<file path="src/rtl/esc_pkg.sv">
// shared constants, state encoding and calendar helpers for the epoch to calendar converter
`default_nettype none

package esc_pkg;

	localparam int SECONDS_WIDTH_DEF = 32;

	localparam int SECS_PER_DAY  = 86400;
	localparam int SECS_PER_HOUR = 3600;
	localparam int SECS_PER_MIN  = 60;

	localparam int HOUR_BITS = 5;
	localparam int MIN_BITS  = 6;

	localparam logic [7:0] FIRST_YEAR_OFS = 8'd70;
	localparam logic [8:0] FIRST_MOD400   = 9'd370;
	localparam logic [6:0] FIRST_MOD100   = 7'd70;
	localparam logic [8:0] LAST_MOD400    = 9'd399;
	localparam logic [6:0] LAST_MOD100    = 7'd99;
	localparam logic [2:0] FIRST_WEEKDAY  = 3'd4;

	localparam logic [3:0] MONTH_JAN  = 4'd0;
	localparam logic [3:0] MONTH_FEB  = 4'd1;
	localparam logic [3:0] MONTH_APR  = 4'd3;
	localparam logic [3:0] MONTH_JUN  = 4'd5;
	localparam logic [3:0] MONTH_SEP  = 4'd8;
	localparam logic [3:0] MONTH_NOV  = 4'd10;
	localparam logic [3:0] LAST_MONTH = 4'd11;

	typedef enum logic [5:0] {
		ST_IDLE = 6'b000001,
		ST_DAY  = 6'b000010,
		ST_HOUR = 6'b000100,
		ST_MIN  = 6'b001000,
		ST_YEAR = 6'b010000,
		ST_MON  = 6'b100000
	} state_t;

	function automatic logic [4:0] month_len(input logic [3:0] mon, input logic leap);
		logic [4:0] len;
		case (mon) inside
			MONTH_FEB: len = leap ? 5'd29 : 5'd28;
			MONTH_APR, MONTH_JUN, MONTH_SEP, MONTH_NOV: len = 5'd30;
			default: len = 5'd31;
		endcase
		return len;
	endfunction

	function automatic logic [2:0] mod7_5(input logic [4:0] x);
		logic [4:0] r;
		r = x;
		if (r >= 5'd28) r = r - 5'd28;
		if (r >= 5'd14) r = r - 5'd14;
		if (r >= 5'd7)  r = r - 5'd7;
		return r[2:0];
	endfunction

	function automatic logic [2:0] add_mod7(input logic [2:0] a, input logic [2:0] b);
		logic [3:0] s;
		s = {1'b0, a} + {1'b0, b};
		if (s >= 4'd7) s = s - 4'd7;
		return s[2:0];
	endfunction

endpackage

`default_nettype wire

</file>
<file path="src/rtl/esc_subcmp.sv">
// shared subtract and compare unit used by every step of the converter
`default_nettype none

module esc_subcmp #(
	parameter int W = 32
) (
	input  wire logic [W-1:0] a,
	input  wire logic [W-1:0] b,
	output logic      [W-1:0] diff,
	output logic              ge
);

	logic [W:0] wide;

	always_comb begin
		wide = {1'b0, a} - {1'b0, b};
		diff = wide[W-1:0];
		ge   = ~wide[W];
	end

endmodule

`default_nettype wire

</file>
<file path="src/rtl/epoch_seconds_to_calendar.sv">
// top level: seconds since 1970 to broken-down utc calendar time
//
// usage
//   pulse or hold start with epoch_seconds; the transfer happens at a rising edge
//   where start is high and busy is low. busy stays high while the item is worked.
//   done is high for exactly one cycle; all result ports are valid in that cycle
//   and may change while the next item is worked.
// sequence and throughput
//   one item at a time through a single subtract/compare unit:
//   SECONDS_WIDTH - 16 restoring steps split days from time of day,
//   5 steps give the hour, 6 the minute, then one step per elapsed year plus one,
//   then one step per elapsed month plus one.
//   busy falls with done, so a new start can be taken in the done cycle.
// reset
//   arst_n clears the sequencer and done; result ports hold no meaningful value
//   until the first done. the receiver cannot stall; done is not held.
`default_nettype none

module epoch_seconds_to_calendar #(
	parameter int SECONDS_WIDTH = esc_pkg::SECONDS_WIDTH_DEF
) (
	input  wire logic                     clk,
	input  wire logic                     arst_n,
	input  wire logic                     start,
	input  wire logic [SECONDS_WIDTH-1:0] epoch_seconds,
	output logic                          busy,
	output logic                          done,
	output logic      [5:0]               second,
	output logic      [5:0]               minute,
	output logic      [4:0]               hour,
	output logic      [4:0]               day_of_month,
	output logic      [3:0]               month_index,
	output logic      [7:0]               years_since_1900,
	output logic      [8:0]               day_of_year,
	output logic      [2:0]               weekday
);

	localparam int DAYS_W = SECONDS_WIDTH - 16;
	localparam int CNT_W  = $clog2(DAYS_W);
	localparam logic [SECONDS_WIDTH-1:0] DAY_DVS =
		SECONDS_WIDTH'(esc_pkg::SECS_PER_DAY) << (DAYS_W - 1);
	localparam logic [SECONDS_WIDTH-1:0] HOUR_DVS =
		SECONDS_WIDTH'(esc_pkg::SECS_PER_HOUR) << (esc_pkg::HOUR_BITS - 1);
	localparam logic [SECONDS_WIDTH-1:0] MIN_DVS =
		SECONDS_WIDTH'(esc_pkg::SECS_PER_MIN) << (esc_pkg::MIN_BITS - 1);

	esc_pkg::state_t state_q;

	logic [SECONDS_WIDTH-1:0] acc_q;
	logic [SECONDS_WIDTH-1:0] dvs_q;
	logic [CNT_W-1:0]         cnt_q;
	logic [DAYS_W-1:0]        days_q;
	logic [4:0]               hour_q;
	logic [5:0]               min_q;
	logic [5:0]               sec_q;
	logic [7:0]               year_q;
	logic [8:0]               m400_q;
	logic [6:0]               m100_q;
	logic [2:0]               wday_q;
	logic [8:0]               yday_q;
	logic                     leap_q;
	logic [3:0]               mon_q;
	logic [4:0]               dom_q;
	logic                     done_q;

	logic                     leap;
	logic [8:0]               ylen;
	logic [4:0]               mlen;
	logic [SECONDS_WIDTH-1:0] opnd;
	logic [SECONDS_WIDTH-1:0] diff;
	logic                     ge;

	always_comb begin
		leap = ((m400_q[1:0] == 2'd0) && (m100_q != 7'd0)) || (m400_q == 9'd0);
		ylen = leap ? 9'd366 : 9'd365;
		mlen = esc_pkg::month_len(mon_q, leap_q);
		case (state_q)
			esc_pkg::ST_YEAR: opnd = SECONDS_WIDTH'(ylen);
			esc_pkg::ST_MON:  opnd = SECONDS_WIDTH'(mlen);
			default:          opnd = dvs_q;
		endcase
	end

	esc_subcmp #(
		.W(SECONDS_WIDTH)
	) u_subcmp (
		.a    (acc_q),
		.b    (opnd),
		.diff (diff),
		.ge   (ge)
	);

	always_ff @(posedge clk or negedge arst_n) begin
		if (!arst_n) begin
			state_q <= esc_pkg::ST_IDLE;
			done_q  <= 1'b0;
		end else begin
			done_q <= 1'b0;
			case (state_q)
				esc_pkg::ST_IDLE: begin
					if (start) begin
						state_q <= esc_pkg::ST_DAY;
					end
				end
				esc_pkg::ST_DAY: begin
					if (cnt_q == '0) begin
						state_q <= esc_pkg::ST_HOUR;
					end
				end
				esc_pkg::ST_HOUR: begin
					if (cnt_q == '0) begin
						state_q <= esc_pkg::ST_MIN;
					end
				end
				esc_pkg::ST_MIN: begin
					if (cnt_q == '0) begin
						state_q <= esc_pkg::ST_YEAR;
					end
				end
				esc_pkg::ST_YEAR: begin
					if (!ge) begin
						state_q <= esc_pkg::ST_MON;
					end
				end
				esc_pkg::ST_MON: begin
					if (!((mon_q != esc_pkg::LAST_MONTH) && ge)) begin
						state_q <= esc_pkg::ST_IDLE;
						done_q  <= 1'b1;
					end
				end
				default: begin
					state_q <= esc_pkg::ST_IDLE;
				end
			endcase
		end
	end

	// datapath registers, no reset needed
	always_ff @(posedge clk) begin
		case (state_q)
			esc_pkg::ST_IDLE: begin
				if (start) begin
					acc_q <= epoch_seconds;
					dvs_q <= DAY_DVS;
					cnt_q <= CNT_W'(DAYS_W - 1);
				end
			end
			esc_pkg::ST_DAY: begin
				if (ge) acc_q <= diff;
				days_q <= {days_q[DAYS_W-2:0], ge};
				dvs_q  <= dvs_q >> 1;
				cnt_q  <= cnt_q - 1'b1;
				if (cnt_q == '0) begin
					dvs_q <= HOUR_DVS;
					cnt_q <= CNT_W'(esc_pkg::HOUR_BITS - 1);
				end
			end
			esc_pkg::ST_HOUR: begin
				if (ge) acc_q <= diff;
				hour_q <= {hour_q[3:0], ge};
				dvs_q  <= dvs_q >> 1;
				cnt_q  <= cnt_q - 1'b1;
				if (cnt_q == '0) begin
					dvs_q <= MIN_DVS;
					cnt_q <= CNT_W'(esc_pkg::MIN_BITS - 1);
				end
			end
			esc_pkg::ST_MIN: begin
				if (ge) acc_q <= diff;
				min_q <= {min_q[4:0], ge};
				dvs_q <= dvs_q >> 1;
				cnt_q <= cnt_q - 1'b1;
				if (cnt_q == '0) begin
					sec_q  <= ge ? diff[5:0] : acc_q[5:0];
					acc_q  <= SECONDS_WIDTH'(days_q);
					year_q <= esc_pkg::FIRST_YEAR_OFS;
					m400_q <= esc_pkg::FIRST_MOD400;
					m100_q <= esc_pkg::FIRST_MOD100;
					wday_q <= esc_pkg::FIRST_WEEKDAY;
				end
			end
			esc_pkg::ST_YEAR: begin
				if (ge) begin
					acc_q  <= diff;
					year_q <= year_q + 1'b1;
					m400_q <= (m400_q == esc_pkg::LAST_MOD400) ? 9'd0 : m400_q + 1'b1;
					m100_q <= (m100_q == esc_pkg::LAST_MOD100) ? 7'd0 : m100_q + 1'b1;
					wday_q <= esc_pkg::add_mod7(wday_q, leap ? 3'd2 : 3'd1);
				end else begin
					yday_q <= acc_q[8:0];
					leap_q <= leap;
					mon_q  <= esc_pkg::MONTH_JAN;
				end
			end
			esc_pkg::ST_MON: begin
				if ((mon_q != esc_pkg::LAST_MONTH) && ge) begin
					acc_q  <= diff;
					mon_q  <= mon_q + 1'b1;
					wday_q <= esc_pkg::add_mod7(wday_q, esc_pkg::mod7_5(mlen));
				end else begin
					dom_q  <= acc_q[4:0] + 5'd1;
					wday_q <= esc_pkg::add_mod7(wday_q, esc_pkg::mod7_5(acc_q[4:0]));
				end
			end
			default: begin
				cnt_q <= '0;
			end
		endcase
	end

	assign busy             = (state_q != esc_pkg::ST_IDLE);
	assign done             = done_q;
	assign second           = sec_q;
	assign minute           = min_q;
	assign hour             = hour_q;
	assign day_of_month     = dom_q;
	assign month_index      = mon_q;
	assign years_since_1900 = year_q;
	assign day_of_year      = yday_q;
	assign weekday          = wday_q;

`ifndef SYNTHESIS
	a_done_not_busy: assert property (@(posedge clk) disable iff (!arst_n)
		done |-> !busy)
		else $error("done while busy");

	a_start_takes: assert property (@(posedge clk) disable iff (!arst_n)
		(start && !busy) |=> (busy && !done))
		else $error("transfer did not start work");

	a_result_range: assert property (@(posedge clk) disable iff (!arst_n)
		done |-> ((month_index <= esc_pkg::LAST_MONTH) && (day_of_month != 5'd0)
			&& (weekday != 3'd7) && (hour < 5'd24) && (minute < 6'd60)
			&& (second < 6'd60)))
		else $error("result field out of range");

	a_done_one_cycle: assert property (@(posedge clk) disable iff (!arst_n)
		done |=> !done)
		else $error("done longer than one cycle");
`endif

endmodule

`default_nettype wire

</file>
<file path="config.mk">
export PLATFORM = sky130hd
export DESIGN_NAME = epoch_seconds_to_calendar
export DESIGN_NICKNAME = d
export VERILOG_FILES = /design/src/rtl/esc_pkg.sv /design/src/rtl/esc_subcmp.sv /design/src/rtl/epoch_seconds_to_calendar.sv
export SDC_FILE = /design/constraint.sdc
export NUM_CORES = 1
export LEC_CHECK = 0
export BUFFER_PORTS_ARGS = -buffer_cell sky130_fd_sc_hd__clkbuf_2
export CORE_MARGIN = 5
export CORE_UTILIZATION = 56
export CTS_BUF_LIST = sky130_fd_sc_hd__clkbuf_8
export DETAILED_ROUTE_END_ITERATION = 10
export PLACE_DENSITY_LB_ADDON = 0.3
export SYNTH_ARGS = -nofsm -noshare
export SYNTH_HDL_FRONTEND = slang
export SYNTH_HIERARCHICAL = 1
export SYNTH_SLANG_ARGS = --single-unit
</file>
<file path="constraint.sdc">
create_clock -name clk -period 5.01 [get_ports clk]
set_clock_uncertainty 0.05 [all_clocks]
set_input_delay 0.2505 -clock clk [delete_from_list [all_inputs] [get_ports clk]]
set_output_delay 0.2505 -clock clk [all_outputs]
set_load 0.01 [all_outputs]
</file>
Yosys cells after proc, flatten, opt, wreduce, memory -nomap -nowiden
Cells that the tools add are included.
W data, S select, Z words.
Storage, ports and cells
  register bits after elaboration: 154
  input port bits: 35
  output and inout port bits: 48
  word-level logic and storage cells: 164
Operators by class
  add/sub/neg operators: 19
  magnitude comparators: 9
  eq/ne operators: 23
  multiplexer cells: 68
  bitwise operators: 3
  reduce and logical (&&, ||, !) cells: 25
Operators with widths (number)
  $pmux W32 S4: 2
  $mux W32: 5
  $mux W5: 13
  $pmux W32 S2: 1
  $mux W31: 2
  $mux W6: 7
  $mux W3: 12
  $pmux W6 S6: 1
  $sub A32 B32 Y33: 1
  $mux W9: 3
  $mux W7: 3
  $mux W4: 5
  $pmux W4 S5: 1
  $pmux W9 S2: 1
  $mux W8: 2
  $pmux W8 S2: 1
  $sub A3 B3 Y3 const B: 5
  $ne A2 B2 Y1 const B: 7
  $pmux W7 S2: 1
  $ge A4 B3 Y1 const B: 3
  $reduce_and A3 Y1: 4
  $ge A5 B3 Y1 const B: 2
  $ge A5 B4 Y1 const B: 2
  $ge A5 B5 Y1 const B: 2
  other kinds (44): 61

Depth between registers and ports, before layout
Gate-level depths: netlist (run 1).
  depth in word-level cells: 23
  depth in mapped cells: 22
  mapped depth without buffers: 20

Cells and area by module
The synthesis (run 1) kept the hierarchy.
Modules (own cells, without submodules)
  epoch_seconds_to_calendar: times used 1, cells an instance 636, area an instance 7872.6 µm², seq. area each 4590.7 µm²
  esc_subcmp: times used 1, cells an instance 276, area an instance 1914.3 µm², seq. area each 0.0 µm²

Worst setup path before layout (run 1)
No wires, ideal clock.
  path type: flip-flop to flip-flop
  start point: register state_q[1]
  end point: register acc_q[0], enable pin
  library setup time: 0.387 ns
  arrival: 5.078 ns
  data required time: 4.573 ns
  setup slack: -0.504 ns
  stages on the path, launching flop included: 22
  path buffers: 3
  clock period less this slack: 5.514 ns
  cell sequence: dfrtp_1 > buf_6 > nor4_4 > and2_2 > nor2_2 > buf_2 > a22oi_1 > o21ai_0 > ha_1 > fa_1 > nor2b_1 > o21ai_1 > a21oi_2 > a21oi_4 > o31ai_2 > a31oi_1 > o21ai_0 > clkbuf_1 > a21boi_0 > nor2_1 > a31o_2 > inv_1
On the way
  cells in the longest elaborated chain, start to end: 7
  elaborated cells on any way between the ends: 15
  classes of those cells: 1 x add/sub; 8 x eq/ne; 1 x mux; 1 x bitwise; 4 x reduce/logical
RTL lines
  start, declared: RTL line epoch_seconds_to_calendar.sv:47  | esc_pkg::state_t state_q;
  start signal, assigned: RTL line epoch_seconds_to_calendar.sv:95  | state_q <= esc_pkg::ST_IDLE;
  start signal, assigned: RTL line epoch_seconds_to_calendar.sv:102  | state_q <= esc_pkg::ST_DAY;
  start signal, assigned: RTL line epoch_seconds_to_calendar.sv:107  | state_q <= esc_pkg::ST_HOUR;
  $eq A6 B6 Y1 / $eq A6 B5 Y1 (equally long branches): RTL line epoch_seconds_to_calendar.sv:77  | case (state_q)
  $pmux W32 S2 (*): RTL line epoch_seconds_to_calendar.sv:77
  named net opnd[0]: RTL line epoch_seconds_to_calendar.sv:69  | logic [SECONDS_WIDTH-1:0] opnd;
  $sub A32 B32 Y33 (*): RTL line esc_subcmp.sv:16  | wide = {1'b0, a} - {1'b0, b};
  $not A1 Y1 (*): RTL line esc_subcmp.sv:18  | ge = ~wide[W];
  named net ge: RTL line epoch_seconds_to_calendar.sv:71  | logic ge;
  $logic_and A1 B1 Y1 (*): RTL line epoch_seconds_to_calendar.sv:196  | if ((mon_q != esc_pkg::LAST_MONTH) && ge) begin
  $ne A2 B2 Y1 (no line) (*)
  $reduce_and A3 Y1 (no line) (*)
  end signal, assigned: RTL line epoch_seconds_to_calendar.sv:175  | acc_q <= SECONDS_WIDTH'(days_q);
  end signal, assigned: RTL line epoch_seconds_to_calendar.sv:184  | acc_q <= diff;
  end signal, assigned: RTL line epoch_seconds_to_calendar.sv:197  | acc_q <= diff;
  end, declared: RTL line epoch_seconds_to_calendar.sv:49  | logic [SECONDS_WIDTH-1:0] acc_q;
Mark *: on every way through the listed nets, which the timed path passes. The rest lies on a longest branch.
A chain may end at the register's enable or synchronous reset.

Final worst setup path (run 1)
  start point: register mon_q[0] (netlist: month_index[0])
  end point: register acc_q[29], enable pin
On the way
  cells in the longest elaborated chain, start to end: 10
  elaborated cells on any way between the ends: 15
  classes of those cells: 1 x add/sub; 7 x eq/ne; 3 x mux; 1 x bitwise; 3 x reduce/logical
RTL lines
  start, declared: RTL line epoch_seconds_to_calendar.sv:62  | logic [3:0] mon_q;
  start signal, assigned: RTL line epoch_seconds_to_calendar.sv:192  | mon_q <= esc_pkg::MONTH_JAN;
  start signal, assigned: RTL line epoch_seconds_to_calendar.sv:198  | mon_q <= mon_q + 1'b1;
  $eq A4 B2 Y1, or another cell as far along: RTL line epoch_seconds_to_calendar.sv:76  | mlen = esc_pkg::month_len(mon_q, leap_q);
  $reduce_or A4 Y1: RTL line esc_pkg.sv:41  | case (mon) inside
  $mux W1: RTL line esc_pkg.sv:41
  $mux W5 (*): RTL line esc_pkg.sv:41
  $pmux W32 S2 (*): RTL line epoch_seconds_to_calendar.sv:77
  named net opnd[0]: RTL line epoch_seconds_to_calendar.sv:69
  $sub A32 B32 Y33 (*): RTL line esc_subcmp.sv:16
  $not A1 Y1 (*): RTL line esc_subcmp.sv:18
  named net ge: RTL line epoch_seconds_to_calendar.sv:71
  $logic_and A1 B1 Y1 (*): RTL line epoch_seconds_to_calendar.sv:196
  $ne A2 B2 Y1 (no line) (*)
  $reduce_and A3 Y1 (no line) (*)
Marked as above.

==> flow_summary.ini, run 1 <==
[outcome]
run_status = complete, no violations

[power_and_ir_drop]
power.share.switching = 0.224
p_int_mw = 1.80
comb_power_share = 0.008
p_seq_frac = 0.598
static_leakage_nw = 4.72
power.density_cell_area_nw_per_um2 = 211
total_switching_power_mw = 0.520
p_clk_frac = 0.394
total_power_mw = 2.32
vdd_drop_max_mv = 0.170

[synthesis]
synthesis.area_sq_um = 9790
synth_enable_flop_cells = 147
ys_seq_elements = 154
postSynthNetCount = 1008
synth.largest_area_cell = sky130_fd_sc_hd__edfxtp_1
synthesis.instances = 912
yosys_most_used_dff = sky130_fd_sc_hd__edfxtp_1
post_synth_main_area_contributors = sky130_fd_sc_hd__edfxtp_1, sky130_fd_sc_hd__ha_1, sky130_fd_sc_hd__and3_1, sky130_fd_sc_hd__inv_1, sky130_fd_sc_hd__xnor2_1
synth.cells.most_frequent = sky130_fd_sc_hd__edfxtp_1, sky130_fd_sc_hd__inv_1, sky130_fd_sc_hd__ha_1, sky130_fd_sc_hd__nand2_1, sky130_fd_sc_hd__and3_1
synthMostInstantiatedCell = sky130_fd_sc_hd__edfxtp_1
synth_cell_types = 85
synth_sequential_area_ratio = 0.469
synth.yosys.warnings = 6
syn_area_per_cell_sq_um = 10.7
async_flop_share = 0.0455
netlist.area_leader.share = 0.451

[final_layout]
final_design_utilization = 0.637
n_antenna_cell = 0
areaGrowthSynthToFinish_pct = 12.1
fin_nets = 1106
fin_cells = 1248
drive_gt1_frac = 0.198

[sta]
fin_worst_hold_slack_ns = 0.0757
timing_max_transition_violations_final = 0
slew-limit-headroom = 0.497
layout_worst_path_cycle_share = 0.954
final_critical_path_setup_slack_ns = 0.233
maxClockFrequency_ghz = 0.209
finalHoldViolCount = 0
max_slew.worst_pin.slew_ns = 0.754
finalSetupViolCount = 0
min_period_ns = 4.78

[placed_design]
post_dp_hpwl_um = 15700
placed_cells_incl_taps = 1205
place.gp.congestion = 0.900
dpl_worst_slack_ns = 0.100
port_buffers = 82

[grt]
grt_pass1_vias = 7045
global_route_total_overflow = 0
grt_max_degree = 33
antenna_found_initial = 0
groute.usage.overall = 0.216
first_pass_grt_wire_length_um = 35100

[cts]
tritoncts = done
cts_buffers = 17
cts.sinks = 154
clkTransAtPathRegs_ns = 0.09
cts.root.buffer_cell = sky130_fd_sc_hd__clkbuf_8
cts-htree-levels = 4
clockBufferDepth = 2
clock_insertion_delay_worst_skew_ns = 0.47

[critical_path]
timing.critical_path.to_type = flop
critPathArrivalTime_ns = 4.89
setup.worst_path.start_class = flop
timing_worst_setup_path_type = reg2reg
worstPathRequired_ns = 5.12
crit_path_max_fanout = 32

[floorplanning]
design.die.area_sq_um = 20200
die_w_um = 142
initial_core_utilization = 0.568
die_height_um = 142
row_count = 48
num_io_pins = 83
core_area_sq_um = 17200

[run]
cap_violations = 0

[route]
avgViaCountPerCell = 5.91
totalWireLength_um = 21800
residual_drc_count = 0
route.vias.total = 7375
post_drt_wl_per_cell_um = 17.5
number_of_nets_still_failing_antenna_checks_after_routing = 0
detail_route.iter0.violations = 603
first_pass_iteration_count_of_the_detailed_router = 7

[min_path]
hp-class = in2reg
-- cell usage in the layout (no fill, tap or decap), types with 5 or more instances in the layout --
cell | netlist | layout
sky130_fd_sc_hd__a211oi_1 | 5 | 5
sky130_fd_sc_hd__a21o_1 | 20 | 20
sky130_fd_sc_hd__a21oi_1 | 47 | 47
sky130_fd_sc_hd__a221o_1 | 17 | 17
sky130_fd_sc_hd__a222oi_1 | 16 | 16
sky130_fd_sc_hd__and2_1 | 24 | 24
sky130_fd_sc_hd__and3_1 | 49 | 49
sky130_fd_sc_hd__buf_4 | 1 | 33
sky130_fd_sc_hd__clkbuf_2 | 0 | 82
sky130_fd_sc_hd__clkbuf_8 | 1 | 17
sky130_fd_sc_hd__clkinv_4 | 0 | 5
sky130_fd_sc_hd__dfrtp_1 | 6 | 6
sky130_fd_sc_hd__edfxtp_1 | 147 | 147
sky130_fd_sc_hd__ha_1 | 57 | 57
sky130_fd_sc_hd__inv_1 | 81 | 80
sky130_fd_sc_hd__mux2_2 | 16 | 16
sky130_fd_sc_hd__mux2i_1 | 6 | 6
sky130_fd_sc_hd__nand2_1 | 50 | 49
sky130_fd_sc_hd__nand2b_1 | 11 | 11
sky130_fd_sc_hd__nand3_1 | 28 | 28
sky130_fd_sc_hd__nand4_1 | 12 | 12
sky130_fd_sc_hd__nor2_1 | 47 | 47
sky130_fd_sc_hd__nor2b_1 | 14 | 14
sky130_fd_sc_hd__nor3_1 | 14 | 14
sky130_fd_sc_hd__o21a_1 | 11 | 11
sky130_fd_sc_hd__o21ai_0 | 44 | 38
sky130_fd_sc_hd__o21ai_1 | 4 | 9
sky130_fd_sc_hd__xnor2_1 | 29 | 29
sky130_fd_sc_hd__xor2_1 | 25 | 25
-- layout make-up --
cell class / instances / area [sq um]
Fill cell: 1411 / 6260
Clock inverter: 15 / 143
Sequential cell: 154 / 4590
Clock buffer: 17 / 234
Multi-Input combinational cell: 636 / 4700
Inverter: 81 / 308
Tap cell: 225 / 282
Timing Repair Buffer: 120 / 718
-- worst max-delay path, stage by stage, from the launching register on --
cell and delay [ns]:
sky130_fd_sc_hd__edfxtp_1 0.48, sky130_fd_sc_hd__ha_1 0.26, sky130_fd_sc_hd__inv_1 0.07, sky130_fd_sc_hd__a21oi_1 0.07, sky130_fd_sc_hd__o32a_1 0.33, sky130_fd_sc_hd__a22oi_1 0.17, sky130_fd_sc_hd__o21ai_0 0.12, sky130_fd_sc_hd__ha_1 0.25
sky130_fd_sc_hd__fa_1 0.41, sky130_fd_sc_hd__nor2b_1 0.16, sky130_fd_sc_hd__o21ai_1 0.11, sky130_fd_sc_hd__a21oi_2 0.21, sky130_fd_sc_hd__a21oi_4 0.12, sky130_fd_sc_hd__o31ai_4 0.23, sky130_fd_sc_hd__a31oi_2 0.15, sky130_fd_sc_hd__o21ai_2 0.14
sky130_fd_sc_hd__buf_4 0.16, sky130_fd_sc_hd__buf_4 0.12, sky130_fd_sc_hd__a21boi_2 0.21, sky130_fd_sc_hd__nor2_1 0.07, sky130_fd_sc_hd__a31o_2 0.24, sky130_fd_sc_hd__clkinvlp_4 0.08, sky130_fd_sc_hd__buf_12 0.20
-- per-layer routing --
layer	vias to the layer above	GRT usage	part of all wire
met5	-	0	0
met4	0	0.0682	0.014
met3	23	0.0400	0.046
met2	195	0.356	0.48
met1	3573	0.291	0.46
li1	3584	-	-
-- power groups by stage --
stage | logic [mW] | registers (mW) | clock network [mW]
after detailed placement | 0.0170 | 1.42 | 0
after global placement | 0.0170 | 1.42 | 0
after global routing | 0.0199 | 1.39 | 0.990
after floorplan | 0.00208 | 1.42 | 0
final | 0.0174 | 1.39 | 0.914
after CTS | 0.0178 | 1.39 | 0.935
-- through the flow --
| stage | TNS, ns | cell area [sq um] |
|---|---|---|
| finish | 0 | 11000 |
| CTS | 0 | 10900 |
| global placement | 0 | 10500 |
| floorplan | 0 | 9790 |
| detailed placement | 0 | 10500 |
| global route | -3.57 | 11000 |
-- flip-flops by register name (all words and copies together), names as in the netlist --
name	flops
done	1
hour	5
leap_q	1
minute	6
years_since_1900	8
state_q	6
weekday	3
month_index	4
m400_q	9
second	6
day_of_year	9
m100_q	7
dvs_q	32
days_q	16
acc_q	32
day_of_month	5
cnt_q	4
-- kinds of logic (layout without fill, tap and decap cells) --
group | after synthesis | after routing | synth area share
and+or+nand+nor | 277 | 277 | 0.156
AOI/OAI and AO/OA | 221 | 221 | 0.166
DFF | 154 | 154 | 0.469
buffers and inverters | 122 | 233 | 0.0534
adders and majority gates | 61 | 61 | 0.0811
xor gates and xnor gates | 54 | 54 | 0.0483
muxes | 23 | 23 | 0.0261
-- worst paths after layout --
check	slack (ns)	from	depth (start not counted)	to
setup / recovery	0.23	month_index[0]	22	acc_q[29]
hold / removal	0.08	epoch_seconds[8]	3	acc_q[8]
setup reg to reg	0.23	month_index[0]	22	acc_q[29]
hold reg to reg	0.41	minute[4]	0	minute[5]
max in group asynchronous	4.57	arst_n	2	state_q[0]
min in group asynchronous	0.10	arst_n	2	state_q[4]
-- timing repair --
| action | CTS | global route |
|---|---|---|
| setup buffers | 0 | 9 |
| resized for setup | 0 | 12 |
| hold buffers | 1 | 0 |
| setup endpoints to repair | 0 | 86 |
| endpoints found under the hold margin | 7 | 0 |
No activity file was read; power rests on OpenSTA's default activity.
==> run 2: changes to the inputs <==
CORE_MARGIN = unset   (was 5)
CORE_UTILIZATION = 30   (was 56)
==> flow_summary.ini, run 2 (synthesis results as in run 1) <==
[outcome]
run_status = complete, no violations

[cts]
cts.sinks = 154
cts.root.buffer_cell = sky130_fd_sc_hd__clkbuf_8
tritoncts = done
clockBufferDepth = 2
cts_buffers = 17
clkTransAtPathRegs_ns = 0.09
clock_insertion_delay_worst_skew_ns = 0.46
cts-htree-levels = 4

[final_layout]
fin_cells = 1468
most-common-layout-cells = sky130_fd_sc_hd__edfxtp_1, sky130_fd_sc_hd__inv_1, sky130_fd_sc_hd__clkbuf_2
final_common_cell = sky130_fd_sc_hd__edfxtp_1
regArea_sq_um = 4590
n_antenna_cell = 0
fin_nets = 1116
n_fill_cell = 3204
cell_area_after_layout_sq_um = 11400
reg.largest.list = acc_q: 32 flops, dvs_q: 32 flops, days_q: 16 flops
drive_gt1_frac = 0.206
areaGrowthSynthToFinish_pct = 16.5
multi_input_comb_area_sq_um = 4720

[critical_path]
worstPathRequired_ns = 5.15
worstPathBufferInverterCount = 5
critPathLaunch = month_index[1]
crit_path_max_fanout = 8
r2r-start = month_index[1]
timing.critical_path.to_type = flop
cpLargestDelayFamily = compound AO/OA/AOI/OAI gates
critPathArrivalTime_ns = 4.87
critPathSlowestCell = sky130_fd_sc_hd__edfxtp_1
worst_path_largest_cell_delay_ns = 0.42
timing.critical_path.cells = inv_1 -> ha_1 -> inv_1 -> a21oi_1 -> o32a_1 -> a22oi_1 -> o21ai_0 -> ha_2 -> fa_2 -> nor2b_2 -> o21ai_1 -> a21oi_2 -> a21oi_4 -> o31ai_4 -> a31oi_2 -> o21ai_2 -> buf_4 -> a21boi_2 -> nor2_1 -> a31o_2 -> clkinvlp_4 -> clkbuf_16
timing_worst_setup_path_type = reg2reg
setup.worst_path.start_class = flop
most_repeated_library_cell_on_the_critical_path = sky130_fd_sc_hd__inv_1

[sta]
max_slew.worst_pin.slew_ns = 0.880
finalSetupViolCount = 0
timing_max_transition_violations_final = 0
layout_worst_path_cycle_share = 0.945
timing.setup.tns_ns = 0
grt_setup_unrepaired = no
finalHoldViolCount = 0
maxClockFrequency_ghz = 0.211
slew-limit-headroom = 0.411
min_period_ns = 4.74

[floorplanning]
die_w_um = 183
num_io_pins = 83
core_area_sq_um = 31800
initial_core_utilization = 0.308
die_height_um = 183
design.die.area_sq_um = 33400
row_count = 65

[grt]
groute.usage.overall = 0.143
grt_pass1_vias = 7017
first_pass_grt_wire_length_um = 37300
global_route_total_overflow = 0
antenna_found_initial = 0
grt_max_degree = 33

[route]
post_drt_wl_per_cell_um = 16.5
route.vias.total = 7388
totalWireLength_um = 24200
number_of_nets_still_failing_antenna_checks_after_routing = 0
residual_drc_count = 0
first_pass_iteration_count_of_the_detailed_router = 6
avgViaCountPerCell = 5.03
detail_route.iter0.violations = 501

[power_and_ir_drop]
vdd_drop_max_mv = 0.137
power.density_cell_area_nw_per_um2 = 209
total_power_mw = 2.38
static_leakage_nw = 4.82

[placed_design]
place.gp.congestion = 0.858
post_dp_hpwl_um = 17300
placed_cells_incl_taps = 1425
port_buffers = 82
postPlaceCellArea_sq_um = 10800

[run]
cap_violations = 0

[min_path]
hp-class = in2reg
worstHoldStart = epoch_seconds[12]
[run 2: cell count changes in the layout (fill, tap and decap cells not counted), moves of 2 or more]
cell,previous run,this run
sky130_fd_sc_hd__bufinv_16,1,3
sky130_fd_sc_hd__clkinv_4,5,1
sky130_fd_sc_hd__clkinvlp_4,3,1
sky130_fd_sc_hd__inv_1,80,82
sky130_fd_sc_hd__clkbuf_16,0,2
sky130_fd_sc_hd__clkinv_1,1,5
sky130_fd_sc_hd__o21ai_0,38,43
sky130_fd_sc_hd__and2_4,0,2
sky130_fd_sc_hd__buf_4,33,39
sky130_fd_sc_hd__inv_8,2,0
sky130_fd_sc_hd__o21ai_1,9,4
sky130_fd_sc_hd__buf_6,2,4
[run 2: area by class of cell]
class                   instances  share of cell area
multi-input cells             636               0.414
flip-flops and latches        154               0.403
repair buffers                130              0.0744
well taps                     435              0.0477
inverters                      81              0.0270
clock buffers                  17              0.0205
clock inverters                15              0.0137
[run 2: worst reg2reg max path, cell delays in order (launching register included)]
cell                         delay [ns]
sky130_fd_sc_hd__edfxtp_1          0.42
sky130_fd_sc_hd__inv_1             0.08
sky130_fd_sc_hd__ha_1              0.19
sky130_fd_sc_hd__inv_1             0.05
sky130_fd_sc_hd__a21oi_1           0.06
sky130_fd_sc_hd__o32a_1            0.32
sky130_fd_sc_hd__a22oi_1           0.18
sky130_fd_sc_hd__o21ai_0           0.12
sky130_fd_sc_hd__ha_2              0.22
sky130_fd_sc_hd__fa_2              0.37
sky130_fd_sc_hd__nor2b_2           0.14
sky130_fd_sc_hd__o21ai_1           0.10
sky130_fd_sc_hd__a21oi_2           0.24
sky130_fd_sc_hd__a21oi_4           0.11
sky130_fd_sc_hd__o31ai_4           0.27
sky130_fd_sc_hd__a31oi_2           0.16
sky130_fd_sc_hd__o21ai_2           0.30
sky130_fd_sc_hd__buf_4             0.17
sky130_fd_sc_hd__a21boi_2          0.16
sky130_fd_sc_hd__nor2_1            0.08
sky130_fd_sc_hd__a31o_2            0.24
sky130_fd_sc_hd__clkinvlp_4        0.21
sky130_fd_sc_hd__clkbuf_16         0.22
[run 2: routing by layer]
metal,global-route usage,share of wire,vias up,wire (um)
met5,0,0,-,0
met4,0.0313,0.0096,0,232
met3,0.0285,0.038,16,917
met2,0.241,0.48,147,11500
met1,0.190,0.48,3614,11500
li1,-,-,3611,-
[run 2: per-stage QoR]
step | hold WS, ns | worst slack (ns) | util
floorplan | -0.0951 | 0.0140 | -
global placement | 0.0520 | 0.212 | 0.340
detailed placement | 0.0487 | 0.0962 | 0.340
CTS | 0.0634 | 0.0334 | 0.353
global route | 0.0828 | 0.00598 | 0.358
finish | 0.0916 | 0.274 | 0.358
[run 2: what timing repair did]
action,CTS,global route
endpoints found under the hold margin,7,0
hold buffers,1,0
gates resized for setup,0,17
buffers inserted,0,7
endpoints found under the setup margin,0,62
[run 2: final timing paths]
| kind | end | slack, ns | cells past startpoint |
|---|---|---|---|
| setup / recovery | acc_q[10] | 0.27 | 22 |
| hold / removal | acc_q[12] | 0.09 | 3 |
| setup reg to reg | acc_q[10] | 0.27 | 22 |
| hold reg to reg | minute[5] | 0.40 | 0 |
| max in group asynchronous | state_q[0] | 4.54 | 2 |
| min in group asynchronous | state_q[3] | 0.13 | 2 |
[run 2: power breakdown]
part	internal, mW	switching [mW]
combinational	0.0107	0.00803
sequential	1.39	0
clock	0.485	0.494
total	1.88	0.502
